### config.mk
export PLATFORM = sky130hd
export DESIGN_NAME = dctcp_alpha_estimator_flat
export DESIGN_NICKNAME = d
export VERILOG_FILES = /design/src/rtl/dae_pkg.sv /design/src/rtl/dae_if.sv /design/src/rtl/dae_ctrl.sv /design/src/rtl/dae_datapath.sv /design/src/rtl/dctcp_alpha_estimator.sv /design/src/flat_wrapper.sv
export SDC_FILE = /design/constraint.sdc
export NUM_CORES = 2
export LEC_CHECK = 0
export BUFFER_PORTS_ARGS = -buffer_cell sky130_fd_sc_hd__buf_2
export CAP_MARGIN = 20
export CORE_MARGIN = 8
export CORE_UTILIZATION = 64
export CTS_CLUSTER_DIAMETER = 50
export DETAILED_ROUTE_END_ITERATION = 10
export PLACE_DENSITY = 0.8
export SKIP_CTS_REPAIR_TIMING = 1
export SLEW_MARGIN = 20
export SYNTH_ARGS = -nofsm -noshare
export SYNTH_HDL_FRONTEND = slang
export SYNTH_SLANG_ARGS = --single-unit
export TNS_END_PERCENT = 30
### constraint.sdc
create_clock -name clk -period 11.3 [get_ports clk]
set_clock_uncertainty 0.1 [all_clocks]
set_input_delay 1.13 -clock clk [delete_from_list [all_inputs] [get_ports clk]]
set_output_delay 1.13 -clock clk [all_outputs]
set_load 0.01 [all_outputs]
### src/rtl/dae_pkg.sv
package dae_pkg;

  localparam int FRAC_BITS_DEFAULT = 16;

  localparam int CFG_IDX_W  = 2;
  localparam int CFG_DATA_W = 17;

  localparam logic [CFG_IDX_W-1:0] REG_GAIN         = CFG_IDX_W'(0);
  localparam logic [CFG_IDX_W-1:0] REG_SEGMENT_SIZE = CFG_IDX_W'(1);

  localparam logic [16:0] GAIN_RESET     = 17'd4096;
  localparam logic [16:0] GAIN_FULL      = 17'd65536;
  localparam logic [15:0] SEG_SIZE_RESET = 16'd536;

  // Operand selection of the shared multiplier
  typedef enum logic [1:0] {
    MUL_BYTES,
    MUL_P1,
    MUL_P2,
    MUL_RED
  } dae_mul_op_t;

  typedef struct packed {
    logic        load;
    logic        mul_en;
    dae_mul_op_t mul_op;
    logic        accum;
    logic        div_init;
    logic        div_step;
    logic        prod_save;
    logic        alpha_wr;
    logic        result_wr;
  } dae_cmd_t;

  typedef struct packed {
    logic window_done;
  } dae_sts_t;

endpackage

### src/rtl/dae_if.sv
interface dae_in_if;
  logic        valid;
  logic        ready;
  logic [15:0] segments_acked;
  logic        ece_flag;
  logic [31:0] high_tx_mark;
  logic [31:0] ack_number;
  logic [31:0] current_cwnd;
  logic [31:0] bytes_in_flight;

  modport source (
    output valid, segments_acked, ece_flag, high_tx_mark, ack_number,
           current_cwnd, bytes_in_flight,
    input  ready
  );
  modport sink (
    input  valid, segments_acked, ece_flag, high_tx_mark, ack_number,
           current_cwnd, bytes_in_flight,
    output ready
  );
endinterface

interface dae_out_if;
  logic        valid;
  logic        ready;
  logic [16:0] alpha_out;
  logic        alpha_updated;
  logic [31:0] reduced_cwnd;
  logic [31:0] slow_start_threshold;

  modport source (
    output valid, alpha_out, alpha_updated, reduced_cwnd, slow_start_threshold,
    input  ready
  );
  modport sink (
    input  valid, alpha_out, alpha_updated, reduced_cwnd, slow_start_threshold,
    output ready
  );
endinterface

interface dae_cfg_if;
  logic                            valid;
  logic                            ready;
  logic [dae_pkg::CFG_IDX_W-1:0]   index;
  logic [dae_pkg::CFG_DATA_W-1:0]  data;

  modport source (output valid, index, data, input ready);
  modport sink   (input valid, index, data, output ready);
endinterface

### src/rtl/dae_ctrl.sv
module dae_ctrl #(
  parameter int FRAC_BITS = dae_pkg::FRAC_BITS_DEFAULT
) (
  input  logic              clk,
  input  logic              rst,
  input  logic              in_valid,
  output logic              in_ready,
  output logic              out_valid,
  input  logic              out_ready,
  output dae_pkg::dae_cmd_t cmd,
  input  dae_pkg::dae_sts_t sts
);
  import dae_pkg::*;

  localparam int CW = $clog2(FRAC_BITS);
  localparam logic [CW-1:0] LAST_STEP = CW'(FRAC_BITS - 1);

  typedef enum logic [3:0] {
    S_IDLE,
    S_BYTES,
    S_ACCUM,
    S_DIV_INIT,
    S_DIV,
    S_P1,
    S_P2,
    S_ALPHA,
    S_RED,
    S_DONE
  } state_t;

  state_t        state;
  logic [CW-1:0] cnt;

  assign in_ready = (state == S_IDLE);

  always_comb begin
    cmd = '0;
    cmd.mul_op = MUL_BYTES;
    unique case (state)
      S_IDLE:     cmd.load = in_valid;
      S_BYTES: begin
        cmd.mul_en = 1'b1;
        cmd.mul_op = MUL_BYTES;
      end
      S_ACCUM:    cmd.accum = 1'b1;
      S_DIV_INIT: cmd.div_init = 1'b1;
      S_DIV:      cmd.div_step = 1'b1;
      S_P1: begin
        cmd.mul_en = 1'b1;
        cmd.mul_op = MUL_P1;
      end
      S_P2: begin
        cmd.mul_en    = 1'b1;
        cmd.mul_op    = MUL_P2;
        cmd.prod_save = 1'b1;
      end
      S_ALPHA:    cmd.alpha_wr = 1'b1;
      S_RED: begin
        cmd.mul_en = 1'b1;
        cmd.mul_op = MUL_RED;
      end
      S_DONE:     cmd.result_wr = !out_valid || out_ready;
      default:    cmd = '0;
    endcase
  end

  always_ff @(posedge clk) begin
    if (rst) begin
      state     <= S_IDLE;
      cnt       <= '0;
      out_valid <= 1'b0;
    end else begin
      // hold the result until taken, refill on a new result
      if (cmd.result_wr) begin
        out_valid <= 1'b1;
      end else if (out_ready) begin
        out_valid <= 1'b0;
      end
      unique case (state)
        S_IDLE:     if (in_valid) state <= S_BYTES;
        S_BYTES:    state <= S_ACCUM;
        S_ACCUM:    state <= sts.window_done ? S_DIV_INIT : S_RED;
        S_DIV_INIT: begin
          cnt   <= '0;
          state <= S_DIV;
        end
        S_DIV: begin
          cnt <= cnt + CW'(1);
          if (cnt == LAST_STEP) state <= S_P1;
        end
        S_P1:       state <= S_P2;
        S_P2:       state <= S_ALPHA;
        S_ALPHA:    state <= S_RED;
        S_RED:      state <= S_DONE;
        S_DONE:     if (cmd.result_wr) state <= S_IDLE;
        default:    state <= S_IDLE;
      endcase
    end
  end

endmodule

### src/rtl/dae_datapath.sv
module dae_datapath #(
  parameter int FRAC_BITS = dae_pkg::FRAC_BITS_DEFAULT
) (
  input  logic                            clk,
  input  logic                            rst,
  input  dae_pkg::dae_cmd_t               cmd,
  output dae_pkg::dae_sts_t               sts,
  input  logic                            cfg_valid,
  input  logic [dae_pkg::CFG_IDX_W-1:0]   cfg_index,
  input  logic [dae_pkg::CFG_DATA_W-1:0]  cfg_data,
  input  logic [15:0]                     segments_acked,
  input  logic                            ece_flag,
  input  logic [31:0]                     high_tx_mark,
  input  logic [31:0]                     ack_number,
  input  logic [31:0]                     current_cwnd,
  input  logic [31:0]                     bytes_in_flight,
  output logic [16:0]                     alpha_out,
  output logic                            alpha_updated,
  output logic [31:0]                     reduced_cwnd,
  output logic [31:0]                     slow_start_threshold
);
  import dae_pkg::*;

  localparam int GW = FRAC_BITS + 1;                          // Q1.FRAC values
  localparam int MB = (FRAC_BITS + 2 > 16) ? FRAC_BITS + 2 : 16;
  localparam int PW = 32 + MB;                                // product width
  localparam int SW = 2 * FRAC_BITS + 2;                      // alpha blend sum
  localparam logic [GW-1:0]          ONE = {1'b1, {FRAC_BITS{1'b0}}};
  localparam logic [FRAC_BITS+1:0]   TWO = {1'b1, {(FRAC_BITS + 1){1'b0}}};

  // configuration
  logic [16:0] gain;
  logic [15:0] seg_size;

  // captured item
  logic [15:0] segs;
  logic        ece;
  logic [31:0] htx;
  logic [31:0] ackn;
  logic [31:0] cwnd;
  logic [31:0] infl;

  // estimator state
  logic [31:0]   acked;
  logic [31:0]   marked;
  logic [31:0]   window_end;
  logic [GW-1:0] alpha;
  logic          upd;

  // work registers
  logic [PW-1:0] prod;
  logic [PW-1:0] acc;
  logic [31:0]   rem;
  logic [GW-1:0] quo;

  always_ff @(posedge clk) begin
    if (rst) begin
      gain     <= GAIN_RESET;
      seg_size <= SEG_SIZE_RESET;
    end else if (cfg_valid) begin
      if (cfg_index == REG_GAIN) begin
        gain <= cfg_data;
      end else if (cfg_index == REG_SEGMENT_SIZE) begin
        seg_size <= cfg_data[15:0];
      end
    end
  end

  // gain clipped to one and rescaled to FRAC_BITS
  logic [16:0]   g_clip;
  logic [GW-1:0] g_s;
  logic [16:0]   alpha_q16;
  assign g_clip = (gain > GAIN_FULL) ? GAIN_FULL : gain;

  if (FRAC_BITS >= 16) begin : g_wide
    assign g_s       = GW'(g_clip) << (FRAC_BITS - 16);
    assign alpha_q16 = 17'(alpha >> (FRAC_BITS - 16));
  end else begin : g_narrow
    assign g_s       = GW'(g_clip >> (16 - FRAC_BITS));
    assign alpha_q16 = 17'(alpha) << (16 - FRAC_BITS);
  end

  // window end: serial compare modulo 2^32
  logic [31:0] ack_diff;
  assign ack_diff        = ackn - window_end;
  assign sts.window_done = !ack_diff[31];

  // saturating counters
  logic [32:0] acked_sum;
  logic [32:0] marked_sum;
  assign acked_sum  = {1'b0, acked}  + {1'b0, prod[31:0]};
  assign marked_sum = {1'b0, marked} + {1'b0, prod[31:0]};

  // one restoring division step
  logic [32:0] rem_sh;
  logic        q_bit;
  assign rem_sh = {rem, 1'b0};
  assign q_bit  = (rem_sh >= {1'b0, acked});

  // fraction, clamped; zero when nothing was acked
  logic [GW-1:0] frac;
  assign frac = (acked == '0) ? '0 : ((quo > ONE) ? ONE : quo);

  // shared multiplier
  logic [31:0] mul_a;
  logic [MB-1:0] mul_b;
  always_comb begin
    mul_a = '0;
    mul_b = '0;
    unique case (cmd.mul_op)
      MUL_BYTES: begin
        mul_a = 32'(seg_size);
        mul_b = MB'(segs);
      end
      MUL_P1: begin
        mul_a = 32'(ONE - g_s);
        mul_b = MB'(alpha);
      end
      MUL_P2: begin
        mul_a = 32'(g_s);
        mul_b = MB'(frac);
      end
      MUL_RED: begin
        mul_a = cwnd;
        mul_b = MB'(TWO - (FRAC_BITS + 2)'(alpha));
      end
      default: begin
        mul_a = '0;
        mul_b = '0;
      end
    endcase
  end

  // alpha blend
  logic [SW-1:0]        blend;
  logic [FRAC_BITS+1:0] blend_sh;
  logic [GW-1:0]        alpha_new;
  assign blend     = acc[SW-1:0] + prod[SW-1:0];
  assign blend_sh  = blend[SW-1:FRAC_BITS];
  assign alpha_new = (blend_sh > (FRAC_BITS + 2)'(ONE)) ? ONE : blend_sh[GW-1:0];

  // window reduction and threshold
  logic [31:0] red;
  logic [31:0] mss32;
  logic [31:0] mss2;
  logic [31:0] half_infl;
  logic [31:0] rc;
  logic [31:0] ss_a;
  logic [31:0] ss;
  assign red       = prod[FRAC_BITS+32:FRAC_BITS+1];
  assign mss32     = 32'(seg_size);
  assign mss2      = {15'b0, seg_size, 1'b0};
  assign half_infl = {1'b0, infl[31:1]};
  assign rc        = (red > mss32) ? red : mss32;
  assign ss_a      = (red > half_infl) ? red : half_infl;
  assign ss        = (ss_a < mss2) ? mss2 : ss_a;

  always_ff @(posedge clk) begin
    if (rst) begin
      acked      <= '0;
      marked     <= '0;
      window_end <= '0;
      alpha      <= ONE;
    end else begin
      if (cmd.accum) begin
        acked <= acked_sum[32] ? '1 : acked_sum[31:0];
        if (ece) marked <= marked_sum[32] ? '1 : marked_sum[31:0];
        if (sts.window_done) window_end <= htx;
      end
      if (cmd.alpha_wr) begin
        alpha  <= alpha_new;
        acked  <= '0;
        marked <= '0;
      end
    end
  end

  always_ff @(posedge clk) begin
    if (cmd.load) begin
      segs <= segments_acked;
      ece  <= ece_flag;
      htx  <= high_tx_mark;
      ackn <= ack_number;
      cwnd <= current_cwnd;
      infl <= bytes_in_flight;
    end
    if (cmd.accum) upd <= sts.window_done;
    if (cmd.mul_en) prod <= PW'(mul_a) * PW'(mul_b);
    if (cmd.prod_save) acc <= prod;
    if (cmd.div_init) begin
      // integer part of marked/acked is 0 or 1
      if (marked >= acked) begin
        quo <= GW'(1);
        rem <= marked - acked;
      end else begin
        quo <= '0;
        rem <= marked;
      end
    end
    if (cmd.div_step) begin
      quo <= {quo[GW-2:0], q_bit};
      rem <= q_bit ? 32'(rem_sh - {1'b0, acked}) : rem_sh[31:0];
    end
    if (cmd.result_wr) begin
      alpha_out            <= alpha_q16;
      alpha_updated        <= upd;
      reduced_cwnd         <= rc;
      slow_start_threshold <= ss;
    end
  end

endmodule

### src/rtl/dctcp_alpha_estimator.sv
// DCTCP congestion estimator. Each ACK item adds segments_acked * segment_size
// to an acked-byte count (and to a marked-byte count when ece_flag is set),
// both saturating at 2^32-1. When ack_number reaches the stored window end
// (serial compare modulo 2^32) the block stores high_tx_mark as the next window
// end, computes the marked fraction, blends it into alpha with the gain
// register as EWMA weight, and clears both counts. Every item yields one result
// item: alpha in Q1.16, a flag telling whether alpha was recomputed, the reduced
// window max((1-alpha/2)*cwnd, mss) and the slow-start threshold
// max((1-alpha/2)*cwnd, inflight/2, 2*mss). One item is worked on at a time.
// An item goes through the byte-count multiply, the accumulate and the window
// reduction; one that ends a window also goes through the bit-serial fraction
// divider (one quotient bit per cycle) and the two blend terms. The single shared
// multiplier serves the byte count, the blend terms and the window reduction. A
// finished result sits in an output register, so the block takes the next item
// while that result waits to be taken, but holds the new item's result until the
// earlier one is taken. Configuration writes are always ready; write them only
// while the block is idle. Unknown register indexes are ignored.
module dctcp_alpha_estimator #(
  parameter int FRAC_BITS = dae_pkg::FRAC_BITS_DEFAULT
) (
  input  logic         clk,
  input  logic         rst,
  dae_in_if.sink       ack_in,
  dae_out_if.source    result_out,
  dae_cfg_if.sink      cfg
);
  import dae_pkg::*;

  dae_cmd_t cmd;
  dae_sts_t sts;

  // configuration registers take every write
  assign cfg.ready = 1'b1;

  // sequencer: steps the datapath through accumulate, divide, blend, reduce
  dae_ctrl #(
    .FRAC_BITS (FRAC_BITS)
  ) u_ctrl (
    .clk       (clk),
    .rst       (rst),
    .in_valid  (ack_in.valid),
    .in_ready  (ack_in.ready),
    .out_valid (result_out.valid),
    .out_ready (result_out.ready),
    .cmd       (cmd),
    .sts       (sts)
  );

  // datapath: counters, alpha state, divider, shared multiplier, result register
  dae_datapath #(
    .FRAC_BITS (FRAC_BITS)
  ) u_datapath (
    .clk                  (clk),
    .rst                  (rst),
    .cmd                  (cmd),
    .sts                  (sts),
    .cfg_valid            (cfg.valid),
    .cfg_index            (cfg.index),
    .cfg_data             (cfg.data),
    .segments_acked       (ack_in.segments_acked),
    .ece_flag             (ack_in.ece_flag),
    .high_tx_mark         (ack_in.high_tx_mark),
    .ack_number           (ack_in.ack_number),
    .current_cwnd         (ack_in.current_cwnd),
    .bytes_in_flight      (ack_in.bytes_in_flight),
    .alpha_out            (result_out.alpha_out),
    .alpha_updated        (result_out.alpha_updated),
    .reduced_cwnd         (result_out.reduced_cwnd),
    .slow_start_threshold (result_out.slow_start_threshold)
  );

endmodule

### src/flat_wrapper.sv
// flat-port wrapper written by rule: the top's interface ports become plain ports
module dctcp_alpha_estimator_flat import dae_pkg::*;
#(
  parameter int FRAC_BITS = dae_pkg::FRAC_BITS_DEFAULT
)
  (clk, rst, ack_in_valid, ack_in_segments_acked, ack_in_ece_flag, ack_in_high_tx_mark, ack_in_ack_number, ack_in_current_cwnd, ack_in_bytes_in_flight, ack_in_ready, result_out_valid, result_out_alpha_out, result_out_alpha_updated, result_out_reduced_cwnd, result_out_slow_start_threshold, result_out_ready, cfg_valid, cfg_index, cfg_data, cfg_ready);
  dae_in_if ack_in_i ();
  dae_out_if result_out_i ();
  dae_cfg_if cfg_i ();
  input  logic clk;
  input  logic rst;
  input wire logic [$bits(ack_in_i.valid)-1:0] ack_in_valid;
  input wire logic [$bits(ack_in_i.segments_acked)-1:0] ack_in_segments_acked;
  input wire logic [$bits(ack_in_i.ece_flag)-1:0] ack_in_ece_flag;
  input wire logic [$bits(ack_in_i.high_tx_mark)-1:0] ack_in_high_tx_mark;
  input wire logic [$bits(ack_in_i.ack_number)-1:0] ack_in_ack_number;
  input wire logic [$bits(ack_in_i.current_cwnd)-1:0] ack_in_current_cwnd;
  input wire logic [$bits(ack_in_i.bytes_in_flight)-1:0] ack_in_bytes_in_flight;
  output wire logic [$bits(ack_in_i.ready)-1:0] ack_in_ready;
  output wire logic [$bits(result_out_i.valid)-1:0] result_out_valid;
  output wire logic [$bits(result_out_i.alpha_out)-1:0] result_out_alpha_out;
  output wire logic [$bits(result_out_i.alpha_updated)-1:0] result_out_alpha_updated;
  output wire logic [$bits(result_out_i.reduced_cwnd)-1:0] result_out_reduced_cwnd;
  output wire logic [$bits(result_out_i.slow_start_threshold)-1:0] result_out_slow_start_threshold;
  input wire logic [$bits(result_out_i.ready)-1:0] result_out_ready;
  input wire logic [$bits(cfg_i.valid)-1:0] cfg_valid;
  input wire logic [$bits(cfg_i.index)-1:0] cfg_index;
  input wire logic [$bits(cfg_i.data)-1:0] cfg_data;
  output wire logic [$bits(cfg_i.ready)-1:0] cfg_ready;
  assign ack_in_i.valid = ack_in_valid;
  assign ack_in_i.segments_acked = ack_in_segments_acked;
  assign ack_in_i.ece_flag = ack_in_ece_flag;
  assign ack_in_i.high_tx_mark = ack_in_high_tx_mark;
  assign ack_in_i.ack_number = ack_in_ack_number;
  assign ack_in_i.current_cwnd = ack_in_current_cwnd;
  assign ack_in_i.bytes_in_flight = ack_in_bytes_in_flight;
  assign ack_in_ready = ack_in_i.ready;
  assign result_out_valid = result_out_i.valid;
  assign result_out_alpha_out = result_out_i.alpha_out;
  assign result_out_alpha_updated = result_out_i.alpha_updated;
  assign result_out_reduced_cwnd = result_out_i.reduced_cwnd;
  assign result_out_slow_start_threshold = result_out_i.slow_start_threshold;
  assign result_out_i.ready = result_out_ready;
  assign cfg_i.valid = cfg_valid;
  assign cfg_i.index = cfg_index;
  assign cfg_i.data = cfg_data;
  assign cfg_ready = cfg_i.ready;
  dctcp_alpha_estimator #(.FRAC_BITS(FRAC_BITS)) u_core (.clk(clk), .rst(rst), .ack_in(ack_in_i), .result_out(result_out_i), .cfg(cfg_i));
endmodule
==> results.md <==
* Syn nets at 5925
* IO buf count at 251
* Antenna-violating nets left at 0
* Total CTS buffers at 71
* CP max stage delay at 740 ps
* Max stage delay cell, worst path: a221o_1
* Status: finished, final reports clean
* Yosys cell types at 90
* Worst-Skew Late Latency at 650 ps
* Switch Pwr at 4.052 mW
* Worst slew margin at 20.60%
* R2r startpoint: u_core.u_datapath.acked[31]
* H-tree depth at 3
* Sequential Area at 13880 sq um
* Layout area overhead at 10.18%
* Worst Setup End Kind: flip-flop
* Most common cell after layout, fill and taps aside: inv_1
* Pint at 5.692 mW
* Routed len/inst at 22.41 microns
* Buf/Inv on CP at 7
* Multi-input gate area at 29900 sq um
* Pre-antenna DRT Iters at 6
* Main flop type after synthesis: edfxtp_1
* Num rows at 99
* Crit share post-route at 91.35%
* Final slew viol count at 0
* Clk pin slew, worst setup/hold paths at 60 ps
* Fin nets at 6125
* Fraction of layout cells with a size suffix above 1 at 10.80%
* DRT iter0 DRCs at 3337
* # IOs at 254
* Syn Inst Count at 4898
* Die W at 287.0 microns
* Count of final hold-check violations at 0
* Worst-path fanout max at 17
* Avg Vias per Cell at 6.135
* Worst path required time at 11600 ps
* Initial Util at 64.53%
* Leakage at 23.50 nW
* Sequential Power Share at 27.1%
* RSZ-0062 raised after global routing: false
* Root buf cell: clkbuf_16
* Avg Inst Size Synth at 9.596 sq um
* Startpoint types: flip-flop
* DP HPWL at 107.0 mm
* FILL cells at 5444
* Vias at 37530
* Fin Hold WS at 334.0 ps
* Placer Congestion at 0.9924
* Max-Cap Viols at 0
* Worst-Margin Slew at 1180 ps
* Final WL at 137.1 mm
* Post-synth EDFFs at 359
* Worst hold path type: reg -> reg
* CTS tree: done
* Largest delay share family, worst path: compound AO/OA/AOI/OAI gates
* GRT Overall Usage at 32.85%
* Sequential fraction of the synthesis area at 29.54%
* Clock buffer depth at 3
* Ys async rst share at 0%
* Initial antenna violation count at 8
* Gr ovfl total at 0
* Crit path DAT at 10620 ps
* Setup Viol. Count Final at 0
* DRC viols at 0
* Sw frac at 41.59%
* Vias in the first global route at 37800
* Most frequent cells in the layout: inv_1 (693), nand2_1 (513), fa_1 (483), ha_1 (375), nor2_1 (368)
* Origin of the worst min-delay path: u_core.u_datapath.upd
* Crit path launch: u_core.u_datapath.acked[31]
* Most frequent CP cell: fa_1
* Critical path class: reg -> reg
* First-pass GRT wire length at 210.9 mm
* Total core area at 72830 sq um
* VDD IR max at 0.2260 mV
* Syn. warnings at 0
* P per Cell Area at 188.2 nW/um^2
* Largest net degree at the start of global routing at 102
* Clk pwr share at 23.3%
* Minimum clock period at 10320 ps
* Comb power frac at 49.6%
* Register bit total from synthesis at 514
* Mapped cell area at 47000 sq um
* Max Clk Rate at 0.09688 GHz
* Die area at 82360 sq um
* Total negative setup slack at 0 ps
* Die H at 287.0 microns
* CTS sink cnt at 514
## metal layers
layer / global-route usage [%] / part of all wire (%) / vias to the layer above / wire length (microns)
met3: 8.101 / 10 / 447 / 14040
met5: 0 / 0.028 / - / 38
met4: 17.85 / 6.6 / 6 / 9019
met2: 53.09 / 46 / 2071 / 62990
met1: 40.47 / 37 / 18120 / 50970
li1: - / - / 16890 / -
## registers in the layout, indices dropped and copies added, names as in the netlist
name                                    cells
u_core.u_datapath.alpha_out                17
u_core.u_datapath.segs                     16
u_core.u_datapath.acc                      34
u_core.u_datapath.marked                   32
u_core.u_datapath.ece                       1
u_core.u_datapath.quo                      17
u_core.u_datapath.prod                     49
u_core.u_datapath.gain                     17
u_core.u_datapath.rem                      32
u_core.u_datapath.alpha                    17
u_core.u_datapath.upd                       1
u_core.u_datapath.reduced_cwnd             32
u_core.u_datapath.cwnd                     32
u_core.u_datapath.window_end               32
u_core.u_datapath.acked                    32
u_core.u_datapath.alpha_updated             1
u_core.u_ctrl.state                         4
u_core.u_datapath.htx                      32
u_core.u_datapath.infl                     31
u_core.u_ctrl.out_valid                     1
u_core.u_datapath.ackn                     32
u_core.u_datapath.slow_start_threshold     32
u_core.u_ctrl.cnt                           4
u_core.u_datapath.seg_size                 16
## synthesized netlist by cell type (52+ instances only)
| cell type | number | share of area [%] |
|---|---|---|
| a21o_1 | 137 | 2.2 |
| a21oi_1 | 324 | 3.5 |
| and2_1 | 52 | 0.69 |
| clkbuf_1 | 157 | 1.3 |
| dfxtp_1 | 155 | 6.6 |
| edfxtp_1 | 359 | 23 |
| fa_1 | 483 | 21 |
| ha_1 | 375 | 10 |
| inv_1 | 694 | 5.5 |
| mux2_2 | 59 | 1.4 |
| nand2_1 | 515 | 4.1 |
| nand2b_1 | 119 | 1.6 |
| nor2_1 | 371 | 3.0 |
| o21ai_0 | 204 | 2.2 |
| xnor2_1 | 109 | 2.0 |
| xor2_1 | 68 | 1.3 |
## kinds of logic (layout without fill, tap and decap cells)
| kind of cell | count (synthesis) | after routing | synth area share (%) |
|---|---|---|---|
| adder cells (fa/ha/maj) | 858 | 858 | 30.56 |
| other | 1 | 3 | 0.007979 |
| multiplexers | 109 | 109 | 2.479 |
| buffers and inverters | 883 | 1141 | 7.124 |
| AND/OR/NAND/NOR | 1351 | 1351 | 13.19 |
| flip-flops | 514 | 514 | 29.54 |
| AO/OA/AOI/OAI | 1005 | 1005 | 13.81 |
| XOR/XNOR | 177 | 177 | 3.298 |
## layout make-up
| class | instances | area share [%] |
|---|---|---|
| Antenna cell | 2 | 0.009665 |
| Timing Repair Buffer | 315 | 3.354 |
| Clock buffer | 86 | 3.677 |
| Multi-Input combinational cell | 3501 | 57.74 |
| Inverter | 695 | 5.038 |
| Tap cell | 959 | 2.317 |
| Sequential cell | 514 | 26.81 |
| Clock inverter | 45 | 1.056 |
## path summary, 6_finish.rpt
check / depth (start not counted) / end / slack, ps
hold reg to reg: 0 / u_core.u_datapath.alpha_updated / 330
setup reg to reg: 32 / u_core.u_datapath.prod[45] / 980
setup / recovery: 32 / u_core.u_datapath.prod[45] / 980
hold / removal: 0 / u_core.u_datapath.alpha_updated / 330
## power groups by stage
stage               combinational, mW  clock, mW  sequential (mW)
CTS                              4.76       2.30             2.63
detailed placement               4.72          0             2.66
global route                     5.36       2.37             2.64
floorplan                        3.64          0             2.54
global placement                 4.58          0             2.66
finish                           4.83       2.27             2.64
## stage by stage
stage	total power [mW]	util (%)	setup WS, ps	instances	cell area (sq um)
floorplan	6.180	-	2115	4898	47000
global placement	7.238	67.71	909.3	5984	49310
detailed placement	7.387	67.71	849.4	5984	49320
CTS	9.685	71.08	834.6	6115	51770
global route	10.37	71.09	588.4	6115	51780
finish	9.744	71.10	977.8	6117	51780
No activity file was read; power rests on OpenSTA's default activity.
